===== src/hw/rtl/pbsq_ram.sv =====
// ----------------------------------------------------------------------------
// pbsq_ram: generic simple dual-port RAM
// One write port, one read port with registered read data.
// ----------------------------------------------------------------------------
module pbsq_ram #(
  parameter int W = 8,
  parameter int D = 16
) (
  input  logic                 clk,
  input  logic                 we,
  input  logic [$clog2(D)-1:0] waddr,
  input  logic [W-1:0]         wdata,
  input  logic [$clog2(D)-1:0] raddr,
  output logic [W-1:0]         rdata
);

  logic [W-1:0] mem [D];

  always_ff @(posedge clk) begin
    if (we) begin
      mem[waddr] <= wdata;
    end
    rdata <= mem[raddr];
  end

endmodule


===== config.mk =====
export PLATFORM = sky130hd
export DESIGN_NAME = pbsq_ram
export DESIGN_NICKNAME = d
export VERILOG_FILES = /design/src/hw/rtl/pbsq_ram.sv
export SDC_FILE = /design/constraint.sdc
export NUM_CORES = 1
export LEC_CHECK = 0
export BUFFER_PORTS_ARGS = -buffer_cell sky130_fd_sc_hd__buf_2
export CORE_MARGIN = 1
export CORE_UTILIZATION = 65
export DETAILED_ROUTE_END_ITERATION = 6
export PLACE_DENSITY_LB_ADDON = 0.08
export SYNTH_ARGS = -nofsm -noshare
export SYNTH_HDL_FRONTEND = slang
export SYNTH_SLANG_ARGS = --single-unit

===== constraint.sdc =====
create_clock -name clk -period 5.23 [get_ports clk]
set_input_delay 1.046 -clock clk [delete_from_list [all_inputs] [get_ports clk]]
set_output_delay 1.046 -clock clk [all_outputs]
set_load 0.1 [all_outputs]

======== Word-level counts from Yosys, hierarchy flattened ========
Memories as Yosys holds them, arrays and structs flattened. A register that Yosys moved wholly into a read port is not among the register bits.
Index checks and enable logic that the tools add are counted.
word-level totals
  bits in writable memories ............... 128
  bits in latches ......................... 0
  memories ................................ 1
  input port bits ......................... 18
  bits in read-only memories .............. 0
  logic and storage cells ................. 3
  output and inout bits ................... 8
  bits in registers ....................... 0
memory list
  memory  words  bits a word  rd ports  clocked after memory_dff  write ports  line  source
  mem     16     8            1         1                         1            17    logic [W-1:0] mem [D];
cells by class
  equality and inequality tests ........... 0
  add/sub/neg operators ................... 0
  muxes and demuxes ....................... 2
  multipliers ............................. 0
  magnitude comparators ................... 0
  shift-type cells ........................ 0
  bitwise gates (word level) .............. 0
  reductions and logical operators ........ 0
  divide/modulo/power cells ............... 0
operators with widths
  operator           number
  two-way mux 1 bit  2

======== Logic depth before layout (Yosys ltp) ========
  depth after elaboration ................. 2
  depth in mapped cells ................... 5
  gate-level depth less buffers ........... 3

======== Worst setup path after synthesis ========
OpenSTA, ideal clock, no wires.
  path kind ............................... input -> register
  start point ............................. input port waddr[2]
  end point ............................... memory mem[0][0], enable pin
  path buffers ............................ 0
  setup time .............................. 0.383 ns
  arrival time ............................ 2.156 ns
  stages .................................. 2
  required time ........................... 4.847 ns
  path slack .............................. 2.691 ns
  cells stage by stage .................... or3b_2 > nor3_1
RTL lines
  what         line  source
  from (decl)  11    input logic [$clog2(D)-1:0] waddr,
  to (decl)    17
Straight into the memory's write port.

==> metrics.yaml <==
status:
  status: "finished, final reports clean"
synthesis:
  postSynthCellCount: 229
  synthTopCellsByArea: "edfxtp_1 (75%), mux4_2 (7.9%), mux4_1 (7.1%)"
  netlist_area_um2: 5150
  ys_warn_count: 0
  yosysTopAreaCell: "edfxtp_1"
  syn_nets: 247
  syn_avg_cell_area_um2: 22.5
  synth_top_cell_area_share_pct: 74.7
  synth_seq_area_share_pct: 77.8
  synth.distinct_cells: 19
  ys_ff_latch: 136
clock_tree:
  clockRootBuffer: "clkbuf_8"
  cts_tree: "yes"
  post_cts_buffers: 0
  htree_levels: 4
  postCtsHoldBufs: 0
  clock_sinks: 136
  cts_resized: 0
  clk_pin_slew_ns: 0.06
  clockBufferDepth: 2
  cts_buffers: 17
  clock_latency_ns: 0.52
critical_path:
  cp_num_buf_inv: 1
  cpPeakStageDelay_ns: 0.78
  slowest_stage: "buf_2"
  arrival_ns: 2.90
  path_class: "primary input to flip-flop"
  critPathCaptureType: "flip-flop"
  r2r-end: "rdata[1]$_DFF_P_"
  critPathRequiredTime_ns: 5.63
  critical_path.top_delay_family: "buffers and inverters"
  r2r_start: "mem[9][1]$_DFFE_PP_"
  cp-start-kind: "primary input"
  r2r_cells: 3
  r2r_setup_slack_ns: 3.82
  cp_max_fo: 32
  path_cells: "buf_2 -> mux4_1 -> a22oi_1 -> nand2_1"
timing:
  relSlewSlack_pct: 17.0
  maxSlewViolCount: 0
  rsz0062_at_grt: "false"
  tightest_slew_ns: 1.24
  period_needed_ns: 2.49
  finalSetupTns_ns: 0
  fmax_mhz: 401
  fin_worst_skew_ns: 0.00480
  hold_violations: 0
  whs_ns: 0.696
  period_share_pct: 47.7
  setup_viol: 0
  setup_ws_ns: 2.74
power:
  p_int_mw: 2.13
  p_sw_mw: 0.561
  clkPwrFrac_pct: 48.4
  powerDensity_nw_per_um2: 450
  finalPower_mw: 2.69
  switching_share_pct: 20.8
  power_frac_comb_pct: 6.0
  cellLeakagePower_nw: 2.02
  seqPwrFrac_pct: 45.6
  peakVddDrop_uv: 362
global_routing:
  grt_pass1_vias: 2518
  grt_usage_pct: 27.3
  grt_pass1_wl_um: 15000
  antenna_found_initial: 0
  grt_max_degree: 33
  grt_overflow: 0
flow_run:
  cap_violations: 0
finish:
  utilization_pct: 77.8
  area_growth_pct: 16.2
  stdcell_count: 380
  nets: 283
  final_area_um2: 5980
  antenna_cells: 0
  drive_above_1_share_pct: 27.3
routing:
  first_iter_violations: 274
  viasPerCell: 6.47
  first_pass_iters: 4
  wl_per_cell_um: 26.7
  routed_wl_um: 10100
  drcViolationCount: 0
  dr_total_vias: 2458
  ant_nets: 0
floorplanning:
  initial_core_util_pct: 67.0
  dieArea_um2: 8280
  die_h_um: 91.0
  rows: 32
  io_pins: 26
  core_area_um2: 7690
  die_w_um: 91.0
placed_design:
  placed_cell_area_um2: 5330
  gp_congestion: 0.716
  io_buffers: 25
  dp_slack_ns: 2.13
  dpl.hpwl_um: 5590
  dp.cells: 348
hold_path:
  hp-start: "mem[10][5]$_DFFE_PP_"
  hold_class: "flip-flop to flip-flop"
  min_path_cells: 3
  min_to: "rdata[5]$_DFF_P_"
-- cells in the mapped netlist, drive strengths merged --
| cell type | instances |
|---|---|
| mux4 | 32 |
| clkdlybuf4s25 | 3 |
| nor2b | 1 |
| edfxtp | 128 |
| nand3 | 1 |
| nand3b | 2 |
| or3b | 1 |
| and2b | 1 |
| nand2b | 2 |
| buf | 7 |
| and2 | 1 |
| nor3 | 4 |
| a22oi | 16 |
| nor2 | 13 |
| nand2 | 9 |
| dfxtp | 8 |
-- state kept, by name (all words and copies together) (netlist names) --
| name | count |
|---|---|
| mem | 128 |
| rdata | 8 |
-- cell usage in the layout, fill, tap and decap left out --
cell        Yosys  layout
a22oi_1        16      16
and2_1          1       1
and2b_1         1       1
buf_2           3      25
buf_4           1       2
bufinv_16       0       6
clkbuf_1        0       2
clkbuf_16       0      16
clkbuf_8        0       1
clkinv_1        0       1
clkinv_2        0       2
clkinv_4        0       2
clkinvlp_4      0       2
dfxtp_1         8       8
edfxtp_1      128     128
mux4_1         14      14
mux4_2         18      18
nand2_1         9       9
nand2b_1        2       2
nand3_1         1       1
nand3b_1        2       2
nor2_1         13      13
nor2b_1         1       1
nor3_1          4       3
nor3_2          0       1
or3b_2          1       1
-- worst max-delay path by stage --
| stage | from | endpoint | slack (ns) | cells past startpoint |
|---|---|---|---|---|
| 2_1_floorplan | waddr[2] | mem[0][0]$_DFFE_PP_ | 2.69 | 2 |
| 3_3_place_gp | waddr[2] | mem[0][2]$_DFFE_PP_ | 2.16 | 3 |
| 3_5_place_dp | waddr[2] | mem[0][1]$_DFFE_PP_ | 2.13 | 3 |
| 4_1_cts | waddr[2] | mem[0][4]$_DFFE_PP_ | 2.57 | 3 |
| 5_1_grt | raddr[0] | rdata[1]$_DFF_P_ | 2.60 | 4 |
| 6_report | raddr[0] | rdata[1]$_DFF_P_ | 2.74 | 4 |
-- worst min-delay path: cells and delay by family (launching register included) --
kind / cells / cell delay, ns
flip-flops: 1 / 0.31
multiplexers: 1 / 0.21
AO/OA/AOI/OAI: 1 / 0.09
AND/OR/NAND/NOR: 1 / 0.06
-- cells by family (layout without fill, tap and decap cells) --
family          after synthesis  in the layout  synth area share [%]
compound gates               16             16                  2.33
buf+inv                      10             59                  1.68
flops                       136            136                  77.8
mux                          32             32                  15.0
simple gates                 35             35                  3.18
-- power groups by stage --
| stage | Clock [mW] | Combinational (mW) | Sequential [mW] |
|---|---|---|---|
| 5_1_grt | 1.35 | 0.170 | 1.23 |
| 4_1_cts | 1.31 | 0.162 | 1.23 |
| 3_3_place_gp | 0 | 0.158 | 1.25 |
| 6_report | 1.30 | 0.162 | 1.23 |
| 3_5_place_dp | 0 | 0.161 | 1.25 |
| 2_1_floorplan | 0 | 0.0619 | 1.30 |
-- routing by layer --
layer  vias up  track usage, %  wire (um)
met5         -               0          0
met1      1256            39.7       4090
met2       131            40.0       4930
met3        19            8.04        910
met4         0            10.7        207
li1       1052               -          -
-- final cells by class --
cell class                      instances  area (um2)
Tap cell                              102         128
Multi-Input combinational cell         83        1060
Fill cell                             419        1710
Timing Repair Buffer                   27         140
Clock buffer                           19         422
Clock inverter                         13         226
Sequential cell                       136        4000
Note: power is estimated with default switching activity, not from simulation.
