## src/hw/rtl/pbsq_pkg.sv

```systemverilog
// ----------------------------------------------------------------------------
// pbsq_pkg: shared types and constants
// Widths, bucket statistics word and divider request/response words.
// ----------------------------------------------------------------------------
package pbsq_pkg;

  localparam int PIX_AW      = 16;
  localparam int MAX_PIXELS  = 1 << PIX_AW;
  localparam int CNT_W       = PIX_AW + 1;
  localparam int MAX_COLOURS = 64;
  localparam int BKT_W       = 6;
  localparam int TOT_W       = 7;
  localparam int NCH         = 4;
  localparam int CH_W        = 2;
  localparam int MEAN_W      = 16;
  localparam int SPR_W       = 32;
  localparam int SUM_W       = 24;
  localparam int DVD_W       = 32;
  localparam int PC_W        = 7;
  localparam logic [PC_W-1:0] PC_RESET = 7'd16;

  typedef struct packed {
    logic [NCH-1:0][MEAN_W-1:0] mean;
    logic [SPR_W-1:0]           spread;
    logic [CH_W-1:0]            wid;
  } stat_t;

  localparam int ST_W = $bits(stat_t);

  typedef struct packed {
    logic             start;
    logic [DVD_W-1:0] dividend;
    logic [CNT_W-1:0] divisor;
  } div_req_t;

  typedef struct packed {
    logic              done;
    logic [MEAN_W-1:0] quot;
  } div_rsp_t;

  function automatic logic [7:0] round_mean(input logic [MEAN_W-1:0] m);
    logic [MEAN_W:0] s;
    s = {1'b0, m} + 17'd128;
    round_mean = s[MEAN_W] ? 8'hFF : s[MEAN_W-1:8];
  endfunction

endpackage

```

## src/hw/rtl/pbsq_div.sv

```systemverilog
// ----------------------------------------------------------------------------
// pbsq_div: iterative restoring divider
// One quotient bit per cycle; quotient known to fit MEAN_W bits.
// ----------------------------------------------------------------------------
module pbsq_div import pbsq_pkg::*; (
  input  logic     clk,
  input  logic     rst_n,
  input  div_req_t req,
  output div_rsp_t rsp
);

  localparam int STEP_W = $clog2(MEAN_W);

  logic              busy_r, busy_nxt;
  logic              done_r, done_nxt;
  logic [STEP_W-1:0] step_r, step_nxt;
  logic [CNT_W-1:0]  rem_r, rem_nxt;
  logic [MEAN_W-1:0] low_r, low_nxt;
  logic [MEAN_W-1:0] quo_r, quo_nxt;
  logic [CNT_W-1:0]  dvs_r, dvs_nxt;
  logic [CNT_W:0]    trial;
  logic              ge;

  assign trial = {rem_r, low_r[MEAN_W-1]};
  assign ge    = trial >= {1'b0, dvs_r};

  always_comb begin
    busy_nxt = busy_r;
    done_nxt = 1'b0;
    step_nxt = step_r;
    rem_nxt  = rem_r;
    low_nxt  = low_r;
    quo_nxt  = quo_r;
    dvs_nxt  = dvs_r;
    if (req.start) begin
      busy_nxt = 1'b1;
      step_nxt = '0;
      rem_nxt  = {1'b0, req.dividend[DVD_W-1:MEAN_W]};
      low_nxt  = req.dividend[MEAN_W-1:0];
      dvs_nxt  = req.divisor;
    end else if (busy_r) begin
      rem_nxt  = ge ? CNT_W'(trial - {1'b0, dvs_r}) : trial[CNT_W-1:0];
      quo_nxt  = {quo_r[MEAN_W-2:0], ge};
      low_nxt  = {low_r[MEAN_W-2:0], 1'b0};
      step_nxt = step_r + 1'b1;
      if (step_r == STEP_W'(MEAN_W - 1)) begin
        busy_nxt = 1'b0;
        done_nxt = 1'b1;
      end
    end
  end

  always_ff @(posedge clk) begin
    if (!rst_n) begin
      busy_r <= 1'b0;
      done_r <= 1'b0;
    end else begin
      busy_r <= busy_nxt;
      done_r <= done_nxt;
    end
    step_r <= step_nxt;
    rem_r  <= rem_nxt;
    low_r  <= low_nxt;
    quo_r  <= quo_nxt;
    dvs_r  <= dvs_nxt;
  end

  assign rsp.done = done_r;
  assign rsp.quot = quo_r;

endmodule

```

## config.mk

```make
export PLATFORM = sky130hd
export DESIGN_NAME = pbsq_div
export DESIGN_NICKNAME = d
export VERILOG_FILES = /design/src/hw/rtl/pbsq_pkg.sv /design/src/hw/rtl/pbsq_div.sv
export SDC_FILE = /design/constraint.sdc
export NUM_CORES = 1
export LEC_CHECK = 0
export BUFFER_PORTS_ARGS = -buffer_cell sky130_fd_sc_hd__buf_2
export CORE_UTILIZATION = 30
export CTS_CLUSTER_SIZE = 28
export DETAILED_ROUTE_END_ITERATION = 12
export PLACE_DENSITY = 0.49
export SYNTH_ARGS = -nofsm -noshare
export SYNTH_HDL_FRONTEND = slang
export SYNTH_SLANG_ARGS = --single-unit
export TNS_END_PERCENT = 50
```

## constraint.sdc

```tcl
create_clock -name clk -period 3.7 [get_ports clk]
set_input_delay 0.74 -clock clk [delete_from_list [all_inputs] [get_ports clk]]
set_output_delay 0.74 -clock clk [all_outputs]
set_load 0.005 [all_outputs]
```

Word-level counts from Yosys, hierarchy flattened:

Cells that the tools add are included.

* eq/ne operators: 1
* bitwise operators: 3
* divide/modulo/power cells: 0
* reductions and logical operators: 3
* multiply operators: 0
* order comparisons: 1
* $add $sub $neg: 2
* muxes and demuxes: 9
* shifts and indexed selects: 0

Operators with widths (count)
* $mux W16: 4
* $ge A18 B17 Y1: 1
* $mux W17: 1
* $sub A17 B17 Y17: 1
* $add A4 B1 Y4 const B: 1
* $eq A4 B4 Y1 const B: 1
* $mux W1: 4
* $not A1 Y1: 3
* $reduce_or A3 Y1: 1
* $reduce_and A2 Y1: 1
* $reduce_bool A2 Y1: 1

* bits in latches: 0
* memory bits (writable): 0
* input bits: 52
* output and inout port bits: 17
* memories kept: 0
* bits in registers: 72
* ROM bits: 0
* word-level logic and storage cells: 27

Longest topological paths before layout:

Gate-level depths: netlist (run 1).

* word-level depth: 4
* gate-level depth with buffers: 13
* mapped depth without buffers: 12

Worst setup path before layout (run 1):

No wires, ideal clock.

* path type: reg2reg
* from: register low_r[15]
* to: register rem_r[10] (data pin)
* data required time: 3440 ps
* buffers on the path: 1
* library setup time: 260 ps
* cell stages (with the launch flop): 14
* data arrival time: 2939 ps
* setup slack: 501 ps
* clock period less this slack: 3199 ps
* path through: edfxtp_1 inv_1 ha_1 inv_1 fa_1 a21o_1 a221o_1 a41oi_2 nor2_1 a211oi_4 inv_4 buf_6 mux2_4 mux2_2

* cells in the longest elaborated chain, start to end: 4
* elaborated cells on any way between the ends: 5
* those cells by class: 1 x add/sub; 1 x order compare; 3 x mux

Ends and longest elaborated chain
* from (decl): RTL line pbsq_div.sv:18 `logic [MEAN_W-1:0] low_r, low_nxt;`
* from (signal assigned): RTL line pbsq_div.sv:63 `low_r <= low_nxt;`
* $ge A18 B17 Y1: RTL line pbsq_div.sv:25 `assign ge = trial >= {1'b0, dvs_r};`
* named net ge: RTL line pbsq_div.sv:22 `logic ge;`
* $mux W17: RTL line pbsq_div.sv:42 `rem_nxt = ge ? CNT_W'(trial - {1'b0, dvs_r}) : trial[CNT_W-1:0];`
* $mux W16: RTL line pbsq_div.sv:41 `end else if (busy_r) begin`
* $mux W16: RTL line pbsq_div.sv:35 `if (req.start) begin`
* named net rem_nxt[10]: RTL line pbsq_div.sv:17 `logic [CNT_W-1:0] rem_r, rem_nxt;`
* to (signal assigned): RTL line pbsq_div.sv:62 `rem_r <= rem_nxt;`
* to (decl): RTL line pbsq_div.sv:17

The timed path passes the listed nets, and every way through them passes these cells. The select of a mux whose other input is x is not followed.
A chain may end at the register's enable or synchronous reset.

Worst setup path after layout (run 1):

* from: register low_r[15]
* to: register rem_r[10] (data pin)

* cells in the longest elaborated chain, start to end: 4
* elaborated cells on any way between the ends: 5
* those cells by class: 1 x add/sub; 1 x order compare; 3 x mux

Ends and longest elaborated chain (RTL line)
* $sub A17 B17 Y17 or $ge A18 B17 Y1 (tied branches): pbsq_div.sv:42, pbsq_div.sv:25
* $mux W17 (*): pbsq_div.sv:42
* $mux W16 (*): pbsq_div.sv:41
* $mux W16 (*): pbsq_div.sv:35
* named net rem_nxt[10]: pbsq_div.sv:17

Mark *: on every way through the listed nets, which the timed path passes. The rest lies on a longest branch. The select of a mux whose other input is x is not followed.

==> results of run 1 <==
[sequential cells by signal, indices dropped and copies added (netlist names)]
signal / flops
done_r: 1
busy_r: 1
quo_r: 16
low_r: 16
dvs_r: 17
step_r: 4
rem_r: 17
[power breakdown]
part	switching (W)	total [W]	leakage, nW	internal [W]
Sequential	0.0000506	0.00108	0.695	0.00103
Combinational	0.000483	0.000956	1.00	0.000473
Clock	0.000324	0.000841	0.138	0.000517
Total	0.000857	0.00288	1.84	0.00202
[worst min-delay path by stage]
stage          cells after the start  slack [ps]         to
3_5_place_dp                       0         440  quo_r[11]
2_1_floorplan                      2         440  rem_r[16]
3_3_place_gp                       0         430  quo_r[15]
6_report                           0         450   quo_r[9]
4_1_cts                            0         460   quo_r[9]
5_1_grt                            0         470  quo_r[13]
[worst register-to-register path: cells and delay by family, from the launching register on]
| kind | cells | cell delay [ps] |
|---|---|---|
| and+or+nand+nor | 1 | 90 |
| DFF | 1 | 360 |
| buffers and inverters | 3 | 290 |
| AOI/OAI and AO/OA | 4 | 1040 |
| adders and majority gates | 2 | 550 |
| muxes | 2 | 590 |
[area by class of cell]
type                    count  area (um^2)  area share
clock buffers              10          229      0.0513
inverters                  23         88.8      0.0199
flip-flops and latches     72         2090       0.469
multi-input cells         176         1420       0.318
well taps                 143          179      0.0401
repair buffers             73          390      0.0875
clock inverters             6         60.1      0.0135
[layer usage]
layer  up-vias  part of all wire  global-route usage
li1       1183                 -                   -
met1      1138              0.47               0.159
met2        70              0.44               0.193
met3        13             0.069              0.0545
met4         0             0.023              0.0613
met5         -                 0                   0
[placed cells by master, fill, tap and decap left out, drive strengths merged, types with 2 or more instances in the layout]
cell      instances
mux2             34
and3              2
dfxtp             7
nand3             7
nand2            13
nor3b             3
a211oi            2
nor2             14
nor2b             4
buf              73
xor2              7
a31oi             2
clkinv            3
o21ai            11
mux2i             5
clkbuf           10
a21oi            21
xnor2             9
edfxtp           65
ha               18
clkinvlp          2
inv              23
a21o              6
a221o             2
[cell usage after synthesis, drive strengths merged]
cell     count
clkbuf       3
o311ai       1
o21bai       1
a211oi       2
nand3b       1
o221ai       1
xnor2        9
o21ai       11
mux2        34
nor3b        3
or3          1
buf          5
nand3        7
xor2         7
a21o         6
a211o        1
edfxtp      65
mux2i        5
ha          18
nand2       13
a32oi        1
and2         1
a21oi       21
nor3         1
fa           1
a221o        2
inv         23
and3         2
o21a         1
nand4        1
a41oi        1
nor2        14
dfxtp        7
nor2b        4
o31ai        1
a22oi        1
a2111oi      1
a31oi        2
[per-stage QoR]
| stage | std cells | util | cell area [um^2] |
|---|---|---|---|
| after CTS | 503 | 0.384 | 4460 |
| after global routing | 503 | 0.384 | 4460 |
| final | 503 | 0.384 | 4460 |
| after floorplan | 279 | - | 3640 |
| after global placement | 487 | 0.359 | 4170 |
| after detailed placement | 487 | 0.359 | 4170 |
[cell families (layout without fill, tap and decap cells)]
logic type,Yosys count,count (layout),share of synthesized area
AOI/OAI and AO/OA,54,54,0.0976
xor gates and xnor gates,16,16,0.0385
adders and majority gates,19,19,0.0673
buffers and inverters,31,112,0.0357
DFF,72,72,0.574
muxes,39,39,0.124
and+or+nand+nor,48,48,0.0625
==> results.cfg, run 1 <==
[floorplanning]
die_x_um = 112
start_util = 0.314
ioPinCount = 69
row_count = 39
coreArea_mm2 = 0.0116
die-area_mm2 = 0.0126
dieHeight_um = 112

[clock_tree]
clk_latency_ps = 340
cts_setup_buffers = 0
clock_sinks = 72
clk_pin_slew_ps = 60
htree_levels = 3
cts_tree = built
clockRootBuffer = clkbuf_16
cts-hold-fix-buffers = 0
cts_resized = 0
numCtsBuffers = 9
cts_buffer_depth = 2

[yosys]
synth.area.top_cells = edfxtp_1 54%, mux2_2 9.0%, ha_1 6.2%
syn_avg_cell_area_um2 = 13.1
syn-num-nets = 350
synth.distinct_cells = 43
yosysWarnings = 0
yosysTopAreaCell = edfxtp_1
ys_seq_area_frac = 0.574
synth_top_area_share = 0.536
synth-seq-cells = 72
netlist_instances = 279
synth_area_mm2 = 0.00364

[pwr]
leakage_nw = 1.84
p_total_w = 0.00288
ir_worst_vdd_uv = 425
powerDensity_mw_per_mm2 = 645

[global_route]
grt_pass1_vias = 2502
antenna_found_initial = 0
overflow = 0
grt_pass1_wl_um = 12200
grt_max_degree = 25
grt_use_total = 0.129

[sta]
report.final.slew_viol_count = 0
fin_setup_tns_ps = 0
worst_pin_slew_ps = 660
worst_slack_ps = 514
hold_violations = 0
grt_setup_unrepaired = false
setup_violations = 0
max_freq_ghz = 0.314
skew_ps = 6.38
whs_ps = 449
maxSlewHeadroom = 0.549
final.period_utilization = 0.861
fin_crit_ps = 3190

[critical_path]
critPathTopFamily = compound AO/OA/AOI/OAI gates
endpoint_kind = flop
critPathLaunch = low_r[15]
cp.depth = 12
r2r_cells = 12
r2r_slack_ps = 510
required_ps = 3790
endpoint = rem_r[10]
rr_endpoint = rem_r[10]
slowest_delay_ps = 430
cp_num_buf_inv = 3
critical_path.cell_chain = inv_1 -> ha_1 -> inv_1 -> fa_1 -> a21o_1 -> a221o_1 -> a41oi_2 -> nor2_1 -> a211oi_4 -> inv_4 -> mux2_4 -> mux2_2
path_class = flop to flop
critPathSlowestCell = a221o_1
worst_ep_arrival_time_ps = 3280
worst_path_most_repeated_cell = inv_1
rr_startpoint = low_r[15]
crit_fanout = 14
start_kind = flop

[placement]
port_buffers = 68
gp_congestion = 0.753
place_hpwl_um = 5170
dp_slack_ps = 528

[finish]
n_fill_cell = 1169
layout-drive-gt1-share = 0.347
syn2layout_area_growth_pct = 22.4
antenna_cells = 0
final_nets = 426

[route]
vias = 2404
firstDrtPassIters = 8
wl_per_cell_um = 14.3
postRouteAntennaNets = 0
drc_errors = 5
wl_um = 7170
vias_per_cell = 4.78
drt_iter0_markers = 134

[min_path]
hp-start = quo_r[8]
holdCritPathClass = flop to flop

[outcome]
violations = design-rule violations
outcome = finished, violations left

[run]
cap_violations = 0
(Power assumes the default switching activity.)
==> run 2, diff against run 1 <==
BUFFER_PORTS_ARGS = -buffer_cell sky130_fd_sc_hd__buf_4   (was -buffer_cell sky130_fd_sc_hd__buf_2)
==> results.cfg, run 2 (synthesized netlist as in run 1, its figures left out) <==
[critical_path]
start_kind = flop
required_ps = 3780
r2r_slack_ps = 540
endpoint_kind = flop
crit_fanout = 14
worst_ep_arrival_time_ps = 3240
path_class = flop to flop

[pwr]
leakage_nw = 1.89
ir_worst_vdd_uv = 333
powerDensity_mw_per_mm2 = 618
p_total_w = 0.00284

[clock_tree]
cts_resized = 0
clk_latency_ps = 340
clock_sinks = 72
cts_setup_buffers = 0
clockRootBuffer = clkbuf_16
cts-hold-fix-buffers = 0
cts_buffer_depth = 2
cts_tree = built
htree_levels = 3
numCtsBuffers = 9
clk_pin_slew_ps = 60

[floorplanning]
row_count = 39
dieHeight_um = 112
ioPinCount = 69
coreArea_mm2 = 0.0116
die-area_mm2 = 0.0126
die_x_um = 112
start_util = 0.314

[finish]
syn2layout_area_growth_pct = 26.2
final_common_cell = buf_4
utilization = 0.396
reg_top3 = dvs_r x17, rem_r x17
final_nets = 425
fin_area_mm2 = 0.00460
final_cell_mix = 72 x buf_4, 65 x edfxtp_1, 29 x mux2_2
layout-drive-gt1-share = 0.343
antenna_cells = 0

[sta]
skew_ps = 6.79
final.period_utilization = 0.855
maxSlewHeadroom = 0.554
worst_pin_slew_ps = 652
worst_slack_ps = 538
grt_setup_unrepaired = false
fin_crit_ps = 3160
max_freq_ghz = 0.316
fin_setup_tns_ps = 0
report.final.slew_viol_count = 0
hold_violations = 0
setup_violations = 0

[route]
wl_um = 7030
firstDrtPassIters = 8
drt_iter0_markers = 119
vias = 2363
vias_per_cell = 4.71
postRouteAntennaNets = 0
wl_per_cell_um = 14.0
drc_errors = 5

[placement]
place_hpwl_um = 4870
gp_congestion = 0.735
port_buffers = 68
placed_area_mm2 = 0.00432
dp_slack_ps = 542

[global_route]
overflow = 0
antenna_found_initial = 0
grt_max_degree = 47
grt_use_total = 0.125
grt_pass1_wl_um = 12000
grt_pass1_vias = 2495

[outcome]
outcome = finished, violations left
violations = design-rule violations

[min_path]
holdCritPathClass = flop to flop

[run]
cap_violations = 0
[run 2: cell types whose count changed in the layout (fill, tap and decap cells not counted), sizes merged]
cell / before / now
clkbuf: 10 / 13
clkinvlp: 2 / 0
buf: 73 / 72
bufinv: 1 / 0
clkinv: 3 / 2
inv: 23 / 24
[run 2: stage by stage]
step                      std cells  hold WS, ps
after detailed placement        486          438
after global placement          486          441
after CTS                       502          456
final                           502          450
after global routing            502          470
after floorplan                 279          437
[run 2: where the power goes]
part | total, W | switching [W] | internal [W]
clock network | 0.000797 | 0.000309 | 0.000488
logic | 0.000964 | 0.000475 | 0.000489
registers | 0.00108 | 0.0000518 | 0.00103
total | 0.00284 | 0.000836 | 0.00201
[run 2: per-layer routing]
metal | up-vias | share of wire | GRT usage
met3 | 8 | 0.076 | 0.0508
met1 | 1102 | 0.46 | 0.154
met5 | - | 0 | 0
met4 | 0 | 0.017 | 0.0596
li1 | 1182 | - | -
met2 | 71 | 0.44 | 0.190
[run 2: cell type report]
class / instances / area [um^2]
fillers: 1144 / 7020
repair buffers: 72 / 541
multi-input cells: 176 / 1420
clock buffers: 13 / 260
well taps: 143 / 179
clock inverters: 3 / 16.3
flip-flops and latches: 72 / 2090
inverters: 23 / 88.8
[run 2: final timing paths]
kind                  start         to  cells past startpoint
setup / recovery  low_r[15]  rem_r[10]                     12
hold reg to reg    quo_r[9]  quo_r[10]                      0
setup reg to reg  low_r[15]  rem_r[10]                     12
hold / removal     quo_r[9]  quo_r[10]                      0
[run 2: critical path, stage by stage, from the launching register on]
cell and delay (ps):
edfxtp_1 350, inv_1 80, ha_1 150, inv_1 50, fa_1 390, a21o_1 210, a221o_1 440, a41oi_2 190
nor2_1 80, a211oi_4 210, inv_4 160, mux2_4 320, mux2_2 260
==> run 3, diff against run 2 <==
--- a/config.mk
+++ b/config.mk
@@ -11,3 +11,3 @@
 export DETAILED_ROUTE_END_ITERATION = 12
-export PLACE_DENSITY = 0.49
+export PLACE_DENSITY = 0.51
 export SYNTH_ARGS = -nofsm -noshare
==> constraint.sdc (replaced) <==
create_clock -name clk -period 2.6 [get_ports clk]
set_input_delay 0.39 -clock clk [delete_from_list [all_inputs] [get_ports clk]]
set_output_delay 0.39 -clock clk [all_outputs]
set_load 0.005 [all_outputs]
==> results.cfg, run 3 (synthesized netlist as in run 1, its figures left out) <==
[clock_tree]
numCtsBuffers = 9
clock_sinks = 72
cts_tree = built
htree_levels = 3
clk_pin_slew_ps = 60
cts_buffer_depth = 2
clockRootBuffer = clkbuf_16
cts-hold-fix-buffers = 0
clk_latency_ps = 330

[pwr]
powerDensity_mw_per_mm2 = 935
seqPwrFrac = 0.323
ir_worst_vdd_uv = 396
p_int_w = 0.00342
p_sw_frac = 0.280
p_sw_w = 0.00133
p_clk_frac = 0.305
comb_power_share = 0.372
leakage_nw = 2.17

[placement]
place_hpwl_um = 5320
gp_congestion = 0.771
placed_area_mm2 = 0.00463
port_buffers = 68

[floorplanning]
die_x_um = 112
dieHeight_um = 112
row_count = 39
start_util = 0.314
ioPinCount = 69
coreArea_mm2 = 0.0116
die-area_mm2 = 0.0126

[finish]
ff_latch_area_mm2 = 0.00209
reg_top3 = dvs_r x17, rem_r x17
final_cell_mix = 120 x buf_4, 65 x edfxtp_1, 29 x mux2_2
syn2layout_area_growth_pct = 39.6
final_common_cell = buf_4
fin_area_mm2 = 0.00509
n_fill_cell = 1113
utilization = 0.438
layout-drive-gt1-share = 0.443
multiInputGateArea_mm2 = 0.00144
final_nets = 475
antenna_cells = 0

[route]
postRouteAntennaNets = 0
wl_um = 7520
wl_per_cell_um = 13.6
vias = 2540
firstDrtPassIters = 8
vias_per_cell = 4.60
drt_iter0_markers = 102
drc_errors = 5

[sta]
maxSlewHeadroom = 0.621
hold_violations = 0
final.period_utilization = 1.13
worst_pin_slew_ps = 569
grt_setup_unrepaired = true
fin_crit_ps = 2940
max_freq_ghz = 0.341
setup_violations = 15
report.final.slew_viol_count = 0
skew_ps = 2.78
worst_slack_ps = -337

[critical_path]
slowest_delay_ps = 380
r2r_slack_ps = -340
start_kind = flop
crit_fanout = 7
critPathTopFamily = compound AO/OA/AOI/OAI gates
r2r_cells = 12
worst_ep_arrival_time_ps = 3020
rr_startpoint = low_r[15]
rr_endpoint = rem_r[10]
path_class = flop to flop
required_ps = 2680
worst_path_most_repeated_cell = inv_2
cp_num_buf_inv = 3
critPathSlowestCell = edfxtp_1
critical_path.cell_chain = inv_2 -> ha_4 -> inv_2 -> fa_2 -> a21o_1 -> a221o_1 -> a41oi_2 -> nor2_2 -> a211oi_4 -> bufinv_8 -> mux2_4 -> mux2_2
endpoint_kind = flop

[min_path]
whs_endpoint = dvs_r[7]
holdCritPathClass = primary input to flop
min_path_cells = 1
hp-start = req[7]

[global_route]
grt_pass1_vias = 2592
grt_max_degree = 47
overflow = 0
grt_pass1_wl_um = 12600
antenna_found_initial = 0
grt_use_total = 0.129

[outcome]
outcome = finished, violations left
violations = design-rule violations, negative setup slack

[run]
cap_violations = 0
## run 3: cell types whose count changed in the layout (fill, tap and decap cells not counted), moves of 2 or more
cell | before | now
inv_1 | 22 | 20
clkbuf_1 | 2 | 0
buf_4 | 72 | 120
clkinv_2 | 2 | 0
bufinv_16 | 0 | 3
inv_2 | 0 | 2
## run 3: area by class of cell
type                    count  share of cell area
clock inverters             6              0.0226
repair inverters            1             0.00123
clock buffers              10              0.0470
flip-flops and latches     72               0.411
inverters                  23              0.0197
multi-input cells         176               0.284
well taps                 143              0.0352
repair buffers            121               0.179
## run 3: metrics by stage
step / total power [W] / hold slack [ps] / setup slack [ps] / instances / TNS (ps)
3_5_place_dp: 0.00323 / 441 / -379 / 526 / -4440
3_3_place_gp: 0.00322 / 437 / -323 / 526 / -3620
4_1_cts: 0.00481 / 214 / -321 / 552 / -3380
6_report: 0.00476 / 230 / -337 / 552 / -3580
5_1_grt: 0.00505 / 217 / -483 / 552 / -6450
2_1_floorplan: 0.00263 / 437 / -555 / 279 / -5350
## run 3: what timing repair did
item                       in CTS  in global routing
resized for setup              10                  0
pin swaps                       1                  0
setup endpoints to repair      16                 18
gates cloned                    1                  0
setup buffers                   9                  0
## run 3: worst max-delay path by stage
stage	start	endpoint	slack (ps)	depth (start not counted)
after global routing	low_r[15]	rem_r[9]	-480	12
after floorplan	low_r[15]	rem_r[10]	-550	13
after detailed placement	low_r[15]	rem_r[8]	-380	12
after CTS	low_r[15]	rem_r[8]	-320	12
final	low_r[15]	rem_r[10]	-340	12
after global placement	low_r[15]	rem_r[10]	-320	12
## run 3: layer usage
layer | routed length [um] | GRT usage
met1 | 3550 | 0.168
met2 | 3420 | 0.198
met3 | 438 | 0.0410
met4 | 113 | 0.0524
met5 | 0 | 0
## run 3: power groups by stage
| stage | Sequential (W) | Clock [W] | Combinational, W |
|---|---|---|---|
| finish | 0.00154 | 0.00145 | 0.00177 |
| global route | 0.00156 | 0.00154 | 0.00195 |
| CTS | 0.00154 | 0.00150 | 0.00178 |
| detailed placement | 0.00156 | 0 | 0.00167 |
| global placement | 0.00156 | 0 | 0.00166 |
| floorplan | 0.00154 | 0 | 0.00110 |
